**src/rtl/r2a_pkg.sv**
```systemverilog
// ----------------------------------------------------------------------------
// r2a_pkg
// Shared constants, types and helpers of the radix to ASCII converter.
// ----------------------------------------------------------------------------
`default_nettype none

package r2a_pkg;

	localparam int VALUE_BITS = 31;
	// radix 2 needs one digit per value bit
	localparam int NUM_CELLS  = VALUE_BITS;
	localparam int RADIX_W    = 6;
	localparam int DIGIT_W    = 6;
	localparam int CHAR_W     = 7;
	localparam int CNT_W      = $clog2(VALUE_BITS + NUM_CELLS);

	localparam logic [RADIX_W-1:0] RADIX_MIN   = RADIX_W'(2);
	localparam logic [RADIX_W-1:0] RADIX_MAX   = RADIX_W'(36);
	localparam logic [RADIX_W-1:0] RADIX_RESET = RADIX_W'(10);

	localparam logic [CHAR_W-1:0]  NUM_BASE   = CHAR_W'(48);
	localparam logic [CHAR_W-1:0]  ALPHA_BASE = CHAR_W'(55);
	localparam logic [DIGIT_W-1:0] NUM_TOP    = DIGIT_W'(9);

	typedef logic [VALUE_BITS-1:0] value_t;
	typedef logic [DIGIT_W-1:0]    digit_t;
	typedef logic [CHAR_W-1:0]     char_t;
	typedef logic [RADIX_W-1:0]    radix_t;

	// broadcast control to every cell
	typedef struct packed {
		logic clear;  // start of a new conversion
		logic shift;  // move digits one cell toward the top
	} ctl_t;

	function automatic char_t digit_to_char(input digit_t d);
		char_t base;
		base = (d > NUM_TOP) ? ALPHA_BASE : NUM_BASE;
		return CHAR_W'(d) + base;
	endfunction

	function automatic radix_t clamp_radix(input radix_t r);
		radix_t res;
		res = r;
		if (r < RADIX_MIN) res = RADIX_MIN;
		if (r > RADIX_MAX) res = RADIX_MAX;
		return res;
	endfunction

endpackage

`default_nettype wire

```
**src/rtl/r2a_if.sv**
```systemverilog
// ----------------------------------------------------------------------------
// r2a_if
// Valid/ready channels of the radix to ASCII converter.
// ----------------------------------------------------------------------------
`default_nettype none

interface r2a_in_if;
	logic                  valid;
	logic                  ready;
	r2a_pkg::value_t       value;
	modport source (output valid, output value, input ready);
	modport sink   (input valid, input value, output ready);
endinterface

interface r2a_out_if;
	logic                  valid;
	logic                  ready;
	r2a_pkg::char_t        digit_char;
	logic                  last_digit;
	modport source (output valid, output digit_char, output last_digit, input ready);
	modport sink   (input valid, input digit_char, input last_digit, output ready);
endinterface

interface r2a_cfg_if;
	logic                  valid;
	logic                  ready;
	r2a_pkg::radix_t       radix;
	modport source (output valid, output radix, input ready);
	modport sink   (input valid, input radix, output ready);
endinterface

`default_nettype wire

```
**src/rtl/r2a_cell.sv**
```systemverilog
// ----------------------------------------------------------------------------
// r2a_cell
// One base-k digit: doubles itself plus the carry from the cell below and
// hands its own carry up; in the emit phase it shifts toward the top.
// ----------------------------------------------------------------------------
`default_nettype none

module r2a_cell (
	input  wire logic            clk,
	input  wire logic            arst_n,
	input  wire r2a_pkg::ctl_t   ctl,
	input  wire r2a_pkg::radix_t radix,
	input  wire logic            seed,
	input  wire logic            en_in,
	input  wire logic            carry_in,
	input  wire r2a_pkg::digit_t digit_in,
	input  wire logic            mark_in,
	output logic                 en_out,
	output logic                 carry_out,
	output r2a_pkg::digit_t      digit_out,
	output logic                 mark_out
);

	logic            en_q;
	logic            carry_q;
	logic            mark_q;
	r2a_pkg::digit_t digit_q;

	logic [r2a_pkg::DIGIT_W:0] dbl;
	logic                      ge;
	r2a_pkg::digit_t           digit_nxt;

	assign dbl       = {digit_q, carry_in};
	assign ge        = dbl >= {1'b0, radix};
	assign digit_nxt = ge ? r2a_pkg::DIGIT_W'(dbl - {1'b0, radix})
	                      : dbl[r2a_pkg::DIGIT_W-1:0];

	always_ff @(posedge clk or negedge arst_n) begin
		if (!arst_n) begin
			en_q    <= 1'b0;
			carry_q <= 1'b0;
			mark_q  <= 1'b0;
		end else if (ctl.clear) begin
			en_q    <= 1'b0;
			carry_q <= 1'b0;
			mark_q  <= seed;
		end else begin
			// the step enable travels up one cell per cycle, with the carry
			en_q    <= en_in;
			carry_q <= en_in & ge;
			if (ctl.shift) begin
				mark_q <= mark_in;
			end
		end
	end

	always_ff @(posedge clk) begin
		if (ctl.clear) begin
			digit_q <= '0;
		end else if (en_in) begin
			digit_q <= digit_nxt;
		end else if (ctl.shift) begin
			digit_q <= digit_in;
		end
	end

	assign en_out    = en_q;
	assign carry_out = carry_q;
	assign digit_out = digit_q;
	assign mark_out  = mark_q;

endmodule

`default_nettype wire

```
**src/rtl/r2a_chain.sv**
```systemverilog
// ----------------------------------------------------------------------------
// r2a_chain
// Row of digit cells, least significant cell first.
// ----------------------------------------------------------------------------
`default_nettype none

module r2a_chain (
	input  wire logic            clk,
	input  wire logic            arst_n,
	input  wire r2a_pkg::ctl_t   ctl,
	input  wire r2a_pkg::radix_t radix,
	input  wire logic            step_en,
	input  wire logic            bit_in,
	output r2a_pkg::digit_t      top_digit,
	output logic                 top_mark
);

	logic            en   [r2a_pkg::NUM_CELLS+1];
	logic            carry[r2a_pkg::NUM_CELLS+1];
	r2a_pkg::digit_t digit[r2a_pkg::NUM_CELLS+1];
	logic            mark [r2a_pkg::NUM_CELLS+1];

	assign en[0]    = step_en;
	assign carry[0] = bit_in;
	assign digit[0] = '0;
	assign mark[0]  = 1'b0;

	for (genvar i = 0; i < r2a_pkg::NUM_CELLS; i++) begin : g_cell
		r2a_cell u_cell (
			.clk       (clk),
			.arst_n    (arst_n),
			.ctl       (ctl),
			.radix     (radix),
			.seed      ((i == 0) ? 1'b1 : 1'b0),
			.en_in     (en[i]),
			.carry_in  (carry[i]),
			.digit_in  (digit[i]),
			.mark_in   (mark[i]),
			.en_out    (en[i+1]),
			.carry_out (carry[i+1]),
			.digit_out (digit[i+1]),
			.mark_out  (mark[i+1])
		);
	end

	assign top_digit = digit[r2a_pkg::NUM_CELLS];
	assign top_mark  = mark[r2a_pkg::NUM_CELLS];

endmodule

`default_nettype wire

```
**src/rtl/radix_to_ascii_converter.sv**
```systemverilog
// ----------------------------------------------------------------------------
// radix_to_ascii_converter
// Writes a value as ASCII digits in a radix from 2 to 36, MSD first.
// ----------------------------------------------------------------------------
// One value at a time. The value bits enter a row of 31 base-k digit cells,
// MSB first, one bit per cycle; each cell passes its carry to the next one
// through a register. The digits then shift out of the top cell one per cycle
// while the output side is free: leading zeros are skipped, one shift step
// each, then one character per cycle while the output side takes them, the
// final one flagged with last_digit. A value of zero gives no transaction on
// the output. The next value is taken only once the last digit has shifted
// out and the block is back in idle. The user must write the radix register
// only while no value is in work; the block itself does not enforce this.
// Codes below 2 act as 2 and codes above 36 act as 36.
`default_nettype none

module radix_to_ascii_converter (
	input  wire logic  clk,
	input  wire logic  arst_n,
	r2a_in_if.sink     in_ch,
	r2a_out_if.source  out_ch,
	r2a_cfg_if.sink    cfg
);

	localparam logic [1:0] ST_IDLE = 2'd0;
	localparam logic [1:0] ST_CONV = 2'd1;
	localparam logic [1:0] ST_EMIT = 2'd2;

	localparam logic [r2a_pkg::CNT_W-1:0] CONV_LAST =
		r2a_pkg::CNT_W'(r2a_pkg::VALUE_BITS + r2a_pkg::NUM_CELLS - 2);
	localparam logic [r2a_pkg::CNT_W-1:0] BITS_END =
		r2a_pkg::CNT_W'(r2a_pkg::VALUE_BITS);

	logic [1:0]                state_q;
	logic [r2a_pkg::CNT_W-1:0] cnt_q;
	r2a_pkg::value_t           val_q;
	r2a_pkg::radix_t           radix_q;
	logic                      started_q;
	logic                      out_valid_q;
	r2a_pkg::char_t            out_char_q;
	logic                      out_last_q;

	r2a_pkg::ctl_t             ctl;
	r2a_pkg::digit_t           top_digit;
	logic                      top_mark;
	logic                      in_acc;
	logic                      out_free;
	logic                      emit_step;
	logic                      emit_char;

	assign in_acc    = in_ch.valid & in_ch.ready;
	assign out_free  = ~out_valid_q | out_ch.ready;
	assign emit_step = (state_q == ST_EMIT) & out_free;
	assign emit_char = emit_step & (started_q | (top_digit != '0));

	assign ctl.clear = in_acc;
	assign ctl.shift = emit_step;

	assign in_ch.ready = (state_q == ST_IDLE);
	assign cfg.ready   = 1'b1;

	r2a_chain u_chain (
		.clk       (clk),
		.arst_n    (arst_n),
		.ctl       (ctl),
		.radix     (r2a_pkg::clamp_radix(radix_q)),
		.step_en   ((state_q == ST_CONV) && (cnt_q < BITS_END)),
		.bit_in    (val_q[r2a_pkg::VALUE_BITS-1]),
		.top_digit (top_digit),
		.top_mark  (top_mark)
	);

	always_ff @(posedge clk or negedge arst_n) begin
		if (!arst_n) begin
			state_q     <= ST_IDLE;
			cnt_q       <= '0;
			radix_q     <= r2a_pkg::RADIX_RESET;
			started_q   <= 1'b0;
			out_valid_q <= 1'b0;
		end else begin
			if (cfg.valid) begin
				radix_q <= cfg.radix;
			end
			if (emit_char) begin
				out_valid_q <= 1'b1;
			end else if (out_ch.ready) begin
				out_valid_q <= 1'b0;
			end
			case (state_q)
				ST_IDLE: begin
					if (in_acc) begin
						state_q   <= ST_CONV;
						cnt_q     <= '0;
						started_q <= 1'b0;
					end
				end
				ST_CONV: begin
					cnt_q <= cnt_q + 1'b1;
					if (cnt_q == CONV_LAST) begin
						state_q <= ST_EMIT;
					end
				end
				ST_EMIT: begin
					if (emit_char) begin
						started_q <= 1'b1;
					end
					// the mark sits on the least significant digit
					if (emit_step && top_mark) begin
						state_q <= ST_IDLE;
					end
				end
				default: begin
					state_q <= ST_IDLE;
				end
			endcase
		end
	end

	always_ff @(posedge clk) begin
		if (in_acc) begin
			val_q <= in_ch.value;
		end else if (state_q == ST_CONV) begin
			val_q <= {val_q[r2a_pkg::VALUE_BITS-2:0], 1'b0};
		end
		if (emit_char) begin
			out_char_q <= r2a_pkg::digit_to_char(top_digit);
			out_last_q <= top_mark;
		end
	end

	assign out_ch.valid      = out_valid_q;
	assign out_ch.digit_char = out_char_q;
	assign out_ch.last_digit = out_last_q;

endmodule

`default_nettype wire

```
**src/flat_wrapper.sv**
```systemverilog
// flat-port wrapper written by rule: the top's interface ports become plain ports
module radix_to_ascii_converter_flat 
  (clk, arst_n, in_ch_valid, in_ch_value, in_ch_ready, out_ch_valid, out_ch_digit_char, out_ch_last_digit, out_ch_ready, cfg_valid, cfg_radix, cfg_ready);
  r2a_in_if in_ch_i ();
  r2a_out_if out_ch_i ();
  r2a_cfg_if cfg_i ();
  input  wire logic clk;
  input  wire logic arst_n;
  input wire logic [$bits(in_ch_i.valid)-1:0] in_ch_valid;
  input wire logic [$bits(in_ch_i.value)-1:0] in_ch_value;
  output wire logic [$bits(in_ch_i.ready)-1:0] in_ch_ready;
  output wire logic [$bits(out_ch_i.valid)-1:0] out_ch_valid;
  output wire logic [$bits(out_ch_i.digit_char)-1:0] out_ch_digit_char;
  output wire logic [$bits(out_ch_i.last_digit)-1:0] out_ch_last_digit;
  input wire logic [$bits(out_ch_i.ready)-1:0] out_ch_ready;
  input wire logic [$bits(cfg_i.valid)-1:0] cfg_valid;
  input wire logic [$bits(cfg_i.radix)-1:0] cfg_radix;
  output wire logic [$bits(cfg_i.ready)-1:0] cfg_ready;
  assign in_ch_i.valid = in_ch_valid;
  assign in_ch_i.value = in_ch_value;
  assign in_ch_ready = in_ch_i.ready;
  assign out_ch_valid = out_ch_i.valid;
  assign out_ch_digit_char = out_ch_i.digit_char;
  assign out_ch_last_digit = out_ch_i.last_digit;
  assign out_ch_i.ready = out_ch_ready;
  assign cfg_i.valid = cfg_valid;
  assign cfg_i.radix = cfg_radix;
  assign cfg_ready = cfg_i.ready;
  radix_to_ascii_converter u_core (.clk(clk), .arst_n(arst_n), .in_ch(in_ch_i), .out_ch(out_ch_i), .cfg(cfg_i));
endmodule
```
**config.mk**
```make
export PLATFORM = sky130hd
export DESIGN_NAME = radix_to_ascii_converter_flat
export DESIGN_NICKNAME = d
export VERILOG_FILES = /design/src/rtl/r2a_pkg.sv /design/src/rtl/r2a_if.sv /design/src/rtl/r2a_cell.sv /design/src/rtl/r2a_chain.sv /design/src/rtl/radix_to_ascii_converter.sv /design/src/flat_wrapper.sv
export SDC_FILE = /design/constraint.sdc
export NUM_CORES = 1
export LEC_CHECK = 0
export BUFFER_PORTS_ARGS = -buffer_cell sky130_fd_sc_hd__buf_2
export CORE_ASPECT_RATIO = 1.1
export CORE_UTILIZATION = 45
export DETAILED_ROUTE_END_ITERATION = 10
export GPL_TIMING_DRIVEN = 0
export PLACE_DENSITY = 0.59
export SYNTH_ARGS = -nofsm -noshare
export SYNTH_HDL_FRONTEND = slang
export SYNTH_SLANG_ARGS = --single-unit
```
**constraint.sdc**
```tcl
create_clock -name clk -period 13.9 [get_ports clk]
set_input_delay 0.695 -clock clk [delete_from_list [all_inputs] [get_ports clk]]
set_output_delay 0.695 -clock clk [all_outputs]
set_load 0.05 [all_outputs]
```
# ---- After elaboration in Yosys (flattened, before gate mapping)
# Cells that the tools add are included.
dict set report word_totals {
  regBits 332
  in_bits 42
  out_inout_bits 11
  elab_cells 515
}
dict set report op_classes {
  add_sub_neg 33
  order_cmp 35
  n_eq_ne 7
  muxes 231
  bitwise_logic 36
  n_reduce_logical 43
}
# cell n
set op_table {}
lappend op_table {{$mux 6} 96}
lappend op_table {{$ge 7x6->1} 31}
lappend op_table {{$sub 6x6->6} 31}
lappend op_table {{$mux 1} 126}
lappend op_table {{$reduce_bool 2->1} 36}
lappend op_table {{$mux 31} 2}
lappend op_table {{$and 1x1->1} 33}
lappend op_table {{$pmux 6 s2} 1}
lappend op_table {{$add 6x6->7} 1}
lappend op_table {{$add 6x1->6 const B} 1}
lappend op_table {{$eq 6x6->1 const B} 1}
lappend op_table {{$gt 6x4->1 const B} 1}
lappend op_table {{$gt 6x6->1 const B} 1}
lappend op_table {{$lt 6x2->1 const B} 1}
lappend op_table {{$lt 6x5->1 const B} 1}
lappend op_table {{$mux 2} 3}
lappend op_table {{$ne 2x2->1 const B} 3}
lappend op_table {{$pmux 2 s3} 1}
lappend op_table {{$reduce_and 3->1} 2}
lappend op_table {{$reduce_bool 6->1} 1}
lappend op_table {{$mux 3} 1}
lappend op_table {{$eq 2x1->1 const B} 1}
lappend op_table {{$eq 2x2->1 const B} 1}
lappend op_table {{$logic_and 1x1->1} 2}
lappend op_table {{6 further kinds} 7}

# ---- Longest topological paths before layout
# Gate-level depths: netlist of run 1.
dict set report depth {
  word_depth 6
  ltp_mapped 13
  ltp_nobuf 13
}

# ---- Cells and area by module
# A second synthesis of run 1 with hierarchy kept.
dict set report hier_totals {
  cells_unflattened 2856
  hier_area_um2 26590.5
}
# module n_inst cells_each area_each_um2 seq_area_each_um2
set modules_own_cells {}
lappend modules_own_cells {r2a_cell 31 86 770.7 195.2}
lappend modules_own_cells {radix_to_ascii_converter 1 188 2690.1 1574.0}
lappend modules_own_cells {r2a_chain 1 2 7.5 0.0}

# ---- Worst setup path before layout of run 1
# No wires, ideal clock.
dict set report synth_path {
  path_type {register to register}
  start {register u_core.radix_q[3]}
  end {register u_core.u_chain.g_cell[4].u_cell.digit_q[1]}
  setup_ns 0.106
  arrival_time_ns 8.700
  required_time_ns 13.794
  setup_slack_ns 5.094
  path_stages_with_launch 8
  path_buffers 0
  synth_period_minus_slack_ns 8.806
  path_cell_list {dfstp_2 or2_2 nor2_1 o21ai_0 inv_1 fa_1 or4b_2 o311ai_0}
}
dict set report synth_via {
  elab_chain_len 6
  word_cells_on_any_way 8
  cone_classes {add/sub: 1; order compare: 3; mux: 4}
}
# element line_no
set synth_rtl {}
lappend synth_rtl {{start, declared} radix_to_ascii_converter.sv:37} ;# r2a_pkg::radix_t radix_q;
lappend synth_rtl {{start signal, assigned} radix_to_ascii_converter.sv:77} ;# radix_q <= r2a_pkg::RADIX_RESET;
lappend synth_rtl {{start signal, assigned} radix_to_ascii_converter.sv:82} ;# radix_q <= cfg.radix;
lappend synth_rtl {{$lt 6x2->1} r2a_pkg.sv:45} ;# if (r < RADIX_MIN) res = RADIX_MIN;
lappend synth_rtl {{$mux 6} r2a_pkg.sv:45}
lappend synth_rtl {{$mux 6 *} r2a_pkg.sv:46} ;# if (r > RADIX_MAX) res = RADIX_MAX;
lappend synth_rtl {{$sub 6x6->6 / $ge 7x6->1 (equally long branches)} {r2a_cell.sv:35, r2a_cell.sv:34}}
lappend synth_rtl {{$mux 6 *} r2a_cell.sv:35} ;# assign digit_nxt = ge ? r2a_pkg::DIGIT_W'(dbl - {1'b0, radix})
lappend synth_rtl {{$mux 6 *} r2a_cell.sv:60} ;# end else if (en_in) begin
lappend synth_rtl {{end signal, assigned} r2a_cell.sv:61} ;# digit_q <= digit_nxt;
lappend synth_rtl {{end signal, assigned} r2a_cell.sv:63} ;# digit_q <= digit_in;
lappend synth_rtl {{end, declared} r2a_cell.sv:27} ;# r2a_pkg::digit_t digit_q;
# Every way passes the cells marked *; elsewhere a longest branch is shown, timed or not.
# A chain may end at the register's enable or synchronous reset.

# ---- Worst setup path in the final report of run 1
dict set report layout_path {
  start {register u_core.radix_q[5]}
  end {register u_core.u_chain.g_cell[8].u_cell.digit_q[4]}
}
dict set report layout_via {
  elab_chain_len 6
  word_cells_on_any_way 8
  cone_classes {add/sub: 1; order compare: 3; mux: 4}
}
# element line_no
set layout_rtl {}
lappend layout_rtl {{$lt 6x2->1} r2a_pkg.sv:45}
lappend layout_rtl {{$mux 6} r2a_pkg.sv:45}
lappend layout_rtl {{$mux 6 *} r2a_pkg.sv:46}
lappend layout_rtl {{$sub 6x6->6 / $ge 7x6->1 (equally long branches)} {r2a_cell.sv:35, r2a_cell.sv:34}}
lappend layout_rtl {{$mux 6 *} r2a_cell.sv:35}
lappend layout_rtl {{$mux 6 *} r2a_cell.sv:60}
lappend layout_rtl {{end signal, assigned} r2a_cell.sv:61}
lappend layout_rtl {{end signal, assigned} r2a_cell.sv:63}
lappend layout_rtl {{end, declared} r2a_cell.sv:27}
# Marks and branches as above.

==> impl_results.md, run 1 <==
- Reg-to-reg startpoint: u_core.radix_q[5]$_DFFE_PN0P_
- CTS clk-pin slew, worst paths: 0.06 ns
- Synth async-reset ratio: 32.2%
- F_max: 0.207 GHz
- Core area: 0.0526 sq mm
- Critical Path Start: u_core.radix_q[5]$_DFFE_PN0P_
- Library cells used by synthesis: 67
- Final Hold Vio Count: 0
- Share of Yosys cell area claimed by the top area cell type: 15.5%
- Starting Density: between 40 and 50%
- Startpoint types: flop
- Max Cap Viol: 0
- Crit Path Max Fanout: 38
- Flops & latches, synth: 332
- Count of nets after finishing: roughly 3200
- Post-synth top cells: 372 x nand2_1, 253 x nor2_1, 250 x ha_1
- # H-tree levels: 2
- Crit path capture type: flop
- Syn Area/Cell: 8.54 sq um
- Kind of cell adding the most delay to the critical path: buffers and inverters
- Vias/cell: between 5 and 6
- Initial DRC count: 1797
- Reg area: 0.00757 sq mm
- Total Power: 6.19 mW
- Vias in the first global route: 21200
- Area grow syn2layout: 11.7%
- CP Class: flop to flop
- Most common cell in the netlist: nand2_1
- Post-layout instance area: between 0.02 and 0.03 sq mm
- Post-Syn Nets: 3140
- CP bufs+invs: 4
- CTS buffer count: between 40 and 50
- Clock skew: approximately 0.025 ns
- Synthesized cell area: approximately 0.024 sq mm
- Cells after Synth: 2816
- Power per Cell Area: 230 mW/mm^2
- Dpl cell area: 0.0254 sq mm
- Antenna-violating nets left: 0
- CP required: 14.37 ns
- Post-CTS Repair Setup Buffers: 0
- Post-CTS Hold Fix Bufs: 0
- CP Data Arrival Time: 5.31 ns
- Post-synth top area cell: dfxtp_1
- Post-DP HPWL: 53.1 mm
- Final setup violation count: 0
- Lkg Pwr: 11.9 nW
- Slew headroom: 14.8%
- Worst-margin pin slew: 1.28 ns
- Drt total wl: 75.8 mm
- Clk root buf: clkbuf_16
- Area of the multi-input gates: between 0.015 and 0.02 sq mm
- DR pass1 iterations: 8
- # fillers: about 5000
- Period utilization: 34.8%
- CP cell instances: inv_1, clkbuf_4, nand2_2, buf_12, ha_1, a21o_1, a211oi_1, o21a_1, clkbuf_1, mux2i_1, a211oi_1
- Post-cts sizing count: 0
- Max-slew violation count: 0
- Total gr overflow: 0
- Setup Slack @ Placement: around 9 ns
- Site Rows: just under 90
- Antenna violations before repair: 2
- Critical Path Most Common Cell: a211oi_1
- Worst path slowest cell: clkbuf_4
- Min-Delay Path Class: input pin to async pin
- Register area share after synthesis: 31.5%
- DR vias: 21500
- I/O Buffers: 50
- I/O pin total: 53
- Die ar.: 0.0544 sq mm
- Largest net degree at the start of global routing: 74
- First-pass GRT wire length: 119 mm
- CTS tree: done
- Share of cells above drive strength 1: 7.90%
- Worst setup margin: 9.07 ns
- Die span in x: 222 um
- EDFF count, synth: 39
- GRT Total Usage: 27.8%
- DRC viols: 0
- Die height: 244 um
- CTS max path bufs: 3
- Clk_lat worst skew: 0.59 ns
- Slowest cell delay on critical path: 0.78 ns
- Tmin final: 4.83 ns
- RSZ-0062 raised after global routing: false
- WL/cell: 20.9 um
- Clock sink count: 332
- VDD IR max: around 0.092 mV
- Status: completed
- Dominant cells by area after synthesis: dfxtp_1 15%, ha_1 13%, dfrtp_1 11%, mux2i_1 6.3%, nand2_1 5.8%
- Placer Congestion: 0.873
- Ys flop type: dfxtp_1
- Setup TNS: 0 ns
- YS warnings: 0
==> layer usage <==
metal	track usage, %	share of wire (%)	vias to the layer above
met4	11.2	4.0	0
met3	3.65	5.2	187
met5	0	0	-
met1	35.9	44	10500
li1	-	-	10200
met2	46.9	47	616
==> worst register-to-register path, cell delays in order (launching register included) <==
cell,delay (ns)
dfrtp_1,0.55
inv_1,0.32
clkbuf_4,0.78
nand2_2,0.71
buf_12,0.42
ha_1,0.39
a21o_1,0.21
a211oi_1,0.23
o21a_1,0.14
clkbuf_1,0.48
mux2i_1,0.18
a211oi_1,0.30
==> through the flow <==
stage	hold WS, ns	instances	util, %
2_1_floorplan	0.399	2816	-
3_3_place_gp	0.467	3541	47.8
3_5_place_dp	0.472	3550	48.3
4_1_cts	0.0312	3626	51.0
5_1_grt	0.0411	3626	51.0
6_report	0.0363	3627	51.0
==> sequential cells by signal (all words and copies together) (netlist names) <==
register / flops
u_core.u_chain.g_cell.u_cell.digit_out: 186
u_core.u_chain.g_cell.u_cell.mark_out: 31
u_core.val_q: 31
u_core.u_chain.g_cell.u_cell.carry_out: 30
u_core.u_chain.g_cell.u_cell.en_out: 30
u_core.out_ch.digit_char: 7
u_core.cnt_q: 6
u_core.radix_q: 6
u_core.state_q: 2
u_core.out_ch.last_digit: 1
u_core.out_ch.valid: 1
u_core.started_q: 1
==> power breakdown <==
part           switching [mW]  internal, mW  total, mW
clock                   0.455         0.715       1.17
combinational            1.70          1.59       3.29
sequential              0.421          1.31       1.73
total                    2.58          3.61       6.19
==> cells by family (layout without fill, tap and decap cells) <==
logic type      after synthesis  in the layout  share of synthesized area, %
flops                       332            332                          31.5
simple gates                988            988                          19.9
compound gates              668            668                          17.7
fa+ha+maj                   282            282                          15.7
buf+inv                     276            411                          4.35
mux                         183            183                          7.78
xor+xnor                     86             86                          3.13
other cells                   1              2                        0.0156
==> final timing paths <==
path,end,slack [ns],cells after the start
hold reg to reg,u_core.u_chain.g_cell[0].u_cell.mark_out$_DFFE_PN0P_,0.48,2
setup reg to reg,u_core.u_chain.g_cell[8].u_cell.digit_out[4]$_SDFFE_PP0P_,9.07,11
max in group asynchronous,u_core.radix_q[3]$_DFFE_PN1P_,13.05,2
min in group clk,u_core.radix_q[5]$_DFFE_PN0P_,0.33,3
setup / recovery,u_core.u_chain.g_cell[8].u_cell.digit_out[4]$_SDFFE_PP0P_,9.07,11
hold / removal,u_core.u_chain.g_cell[20].u_cell.carry_out$_DFF_PN0_,0.04,1
==> final cells by class <==
| class | instances | area share (%) |
|---|---|---|
| Antenna cell | 1 | 0.00932 |
| Inverter | 155 | 2.18 |
| Multi-Input combinational cell | 2208 | 57.6 |
| Clock inverter | 21 | 0.983 |
| Buffer | 121 | 1.75 |
| Clock buffer | 55 | 4.44 |
| Timing Repair Buffer | 59 | 1.72 |
| Tap cell | 675 | 3.14 |
| Sequential cell | 332 | 28.2 |
==> cells in the final DEF (no fill, tap or decap), drive strengths merged, types with 34 or more instances in the layout <==
cell    netlist  final
nand2       372    372
nor2        253    253
ha          250    250
a21oi       221    221
dfxtp       186    186
o21ai       172    172
clkbuf      106    161
inv         155    157
mux2i       151    151
dfrtp       105    105
xnor2        77     77
nor3         76     76
buf          15     74
nor2b        46     46
a211oi       45     45
and2         43     43
edfxtp       39     39
a21o         35     35
nand4        34     34
Power figures use the tool's default switching activity.
==> run 2, diff against run 1 <==
--- a/config.mk
+++ b/config.mk
@@ -5,6 +5,7 @@
 export SDC_FILE = /design/constraint.sdc
 export NUM_CORES = 1
 export LEC_CHECK = 0
+export ABC_AREA = 1
 export BUFFER_PORTS_ARGS = -buffer_cell sky130_fd_sc_hd__buf_2
 export CORE_ASPECT_RATIO = 1.1
 export CORE_UTILIZATION = 45
==> constraint.sdc (replaced) <==
create_clock -name clk -period 4.5 [get_ports clk]
set_input_delay 0.225 -clock clk [delete_from_list [all_inputs] [get_ports clk]]
set_output_delay 0.225 -clock clk [all_outputs]
set_load 0.05 [all_outputs]
==> impl_results.md, run 2 <==
- YS warnings: 0 (unchanged)
- Largest net degree at the start of global routing: 74 (unchanged)
- Synth Area in Adders: 15.5% (-0.22 points)
- Total gr overflow: 0 (unchanged)
- Clock skew: 0.0265 ns (+0.00173 ns)
- Post-DP HPWL: 51.6 mm (-3.0%)
- EDFF count, synth: 39 (unchanged)
- First-pass GRT wire length: 116 mm (-2.1%)
- Period utilization: 93.4% (+59 points)
- Cells after Synth: 3429 (+22%)
- GRT Total Usage: 26.2% (-1.6 points)
- Die height: 246 um (+0.69%)
- Final setup violation count: 0 (unchanged)
- Synth async-reset ratio: 32.2% (unchanged)
- Post-CTS Repair Setup Buffers: 0 (unchanged)
- Syn Area/Cell: 7.11 sq um (-17%)
- Antenna-violating nets left: 0 (unchanged)
- Multiplexer share of the synthesized area: 0.0923% (-7.7 points)
- Clk_lat worst skew: 0.59 ns (about the same)
- Synthesized cell area: 0.0244 sq mm (+1.4%)
- F_max: 0.238 GHz (+15%)
- Post-layout instance area: 0.0277 sq mm (+3.2%)
- Area grow syn2layout: 13.7%
- CTS buffer count: 41 (unchanged)
- FF-to-FF setup slack: 0.30 ns (-8.77 ns)
- Die span in x: 224 um (+0.69%)
- # H-tree levels: 2 (unchanged)
- CTS max path bufs: 3 (unchanged)
- Placer Congestion: 0.894 (+2.4%)
- Clk root buf: clkbuf_16
- Clock sink count: 332 (unchanged)
- Post-synth top cells: 791 x nand2_1, 377 x o21ai_0, 354 x inv_1
- Final Hold Vio Count: 0 (unchanged)
- Startpoint types: flop
- Post-synth top area cell: dfxtp_1
- Synth Area in Simple Gates: 28.5% (+8.6 points)
- Antenna violations before repair: 0 (-2)
- CP Data Arrival Time: 4.69 ns (-0.62 ns)
- I/O pin total: 53 (unchanged)
- Site Rows: 89 (+1.1%)
- CP Class: flop to flop
- Flops & latches, synth: 332 (unchanged)
- Slew headroom: 16.3% (+1.5 points)
- Max-slew violation count: 0 (unchanged)
- Reg-to-reg startpoint: u_core.radix_q[5]$_DFFE_PN0P_
- Worst-margin pin slew: 1.25 ns (-0.0236 ns)
- Initial DRC count: 1644 (-8.5%)
- Vias/cell: 5.37 (-9.4%)
- Max FFs per register: 186 (unchanged)
- Status: completed
- Total Power: 21.3 mW (+240%)
- Die ar.: 0.0551 sq mm (+1.4%)
- VDD IR max: 0.291 mV (+220%)
- Vias in the first global route: 22500 (+5.8%)
- Tmin final: 4.20 ns (-0.631 ns)
- CTS clk-pin slew, worst paths: 0.06 ns (about the same)
- Ys flop type: dfxtp_1
- Lkg Pwr: 13.2 nW (+11%)
- Min-Delay Path Class: input pin to flop
- Crit path capture type: flop
- I/O Buffers: 50 (unchanged)
- CTS tree: done
- Crit Path Max Fanout: 30 (-21%)
- Dpl cell area: 0.0259 sq mm (+2.1%)
- Largest family of logic cells by synthesized area: simple AND/OR/NAND/NOR gates
- Library cells used by synthesis: 42 (-37%)
- Register area share after synthesis: 31.1% (-0.44 points)
- WL/cell: 16.6 um (-20%)
- Count of nets after finishing: 3899 (+20%)
- Post-Syn Nets: 3753 (+20%)
- HP Start: cfg_valid
- Commonest cells after routing, fill and taps aside: 789 x nand2_1, 376 x o21ai_0, 352 x inv_1
- Compound-Gate Fraction of Synth Area: 14.0% (-3.7 points)
- Max Cap Viol: 0 (unchanged)
- DRC viols: 0 (unchanged)
- Critical Path Start: u_core.radix_q[5]$_DFFE_PN0P_
- CP required: 4.99 ns (-9.38 ns)
- Final design utilization: 51.8% (+0.72 points)
- DR vias: 23300 (+8.3%)
- Power per Cell Area: 769 mW/mm^2 (+230%)
- Ant diodes: 0 (-1)
- Core area: 0.0536 sq mm (+1.8%)
- Dominant cells by area after synthesis: dfxtp_1 15%, ha_1 13%, nand2_1 12%, dfrtp_1 11%, o21ai_0 7.7%
- Commonest non-fill, non-tap cell in the layout: nand2_1
- RSZ-0062 raised after global routing: false
- Share of Yosys cell area claimed by the top area cell type: 15.3% (-0.21 points)
- Most common cell in the netlist: nand2_1
- DR pass1 iterations: 6 (-2)
- Drt total wl: 72.1 mm (-4.9%)
- Share of cells above drive strength 1: 6.60% (-1.3 points)
- Starting Density: 45.5% (-0.16 points)
- Synth Area in XOR/XNOR: 3.30% (+0.17 points)
==> run 2: changes by cell type after synthesis, moves of 42 or more <==
cell / change
a211oi_1: -45
clkbuf_1: -55
inv_1: +199
mux2i_1: -151
nand2_1: +419
nand3_1: +265
nand3b_1: +44
nor2b_1: -42
o21ai_0: +208
==> run 2: metal layers <==
metal / vias to the layer above / global-route usage [%] / wire length [um]
met2: 540 / 45.0 / 34000
met1: 10900 / 34.3 / 33000
met4: 0 / 7.61 / 1940
met5: - / 0 / 0
li1: 11700 / - / -
met3: 112 / 3.14 / 3060
==> run 2: path summary, 6_finish.rpt <==
| kind | to | cells past startpoint |
|---|---|---|
| worst max register to register | u_core.u_chain.g_cell[18].u_cell.digit_out[4]$_SDFFE_PP0P_ | 16 |
| worst max-delay path | u_core.u_chain.g_cell[18].u_cell.digit_out[4]$_SDFFE_PP0P_ | 16 |
| worst min register to register | u_core.started_q$_DFFE_PN0P_ | 2 |
| max in group asynchronous | u_core.u_chain.g_cell[14].u_cell.mark_out$_DFFE_PN0P_ | 3 |
| min in group asynchronous | u_core.u_chain.g_cell[3].u_cell.carry_out$_DFF_PN0_ | 2 |
| worst min-delay path | u_core.radix_q[3]$_DFFE_PN1P_ | 3 |
==> run 2: critical path: stages (launching register included) <==
cell and delay (ns):
dfrtp_2 0.53, inv_2 0.27, buf_12 0.25, a21oi_1 0.15
and2_1 0.28, inv_1 0.14, o21ai_4 0.30, buf_16 0.25
buf_16 0.18, inv_4 0.33, fa_1 0.57, or2_2 0.32
nand3_1 0.07, nand2_1 0.05, nand3_1 0.08, nand3_1 0.10
a21oi_1 0.17
==> run 2: final cells by class <==
cell class	count	area, sq um
multi-input cells	2627	15000
well taps	728	911
flip-flops and latches	332	7580
clock inverters	18	248
clock buffers	58	1140
plain buffers	101	473
repair buffers	103	995
fillers	5273	25800
inverters	369	1390
==> run 2: through the flow <==
stage,hold WS [ns],setup TNS [ns],instances,setup WS [ns]
after global placement,0.437,-825.28,4207,-4.52
after floorplan,-0.0706,0,3429,0.0213
after detailed placement,0.187,0,4221,0.0497
after CTS,0.0736,0,4336,0.0308
after global routing,0.0847,0,4336,0.0677
final,0.0869,0,4336,0.296
==> run 2: cells by family after synthesis <==
family,count (synthesis)
AOI/OAI and AO/OA,657
xor gates and xnor gates,92
adders and majority gates,282
buffers and inverters,470
DFF,332
muxes,2
other,1
and+or+nand+nor,1593
==> run 2: report_power, final <==
group / switching, mW / total [mW] / internal, mW / leakage (nW)
combinational: 7.76 / 12.4 / 4.59 / 9.10
clock: 1.39 / 3.46 / 2.07 / 0.680
sequential: 1.20 / 5.51 / 4.30 / 3.39
total: 10.4 / 21.3 / 11.0 / 13.2
==> run 2: timing repair <==
item | 4_1_cts | 5_1_grt
endpoints found under the setup margin | 0 | 24
endpoints found under the hold margin | 72 | 0
hold buffers | 39 | 0
resized for setup | 0 | 1
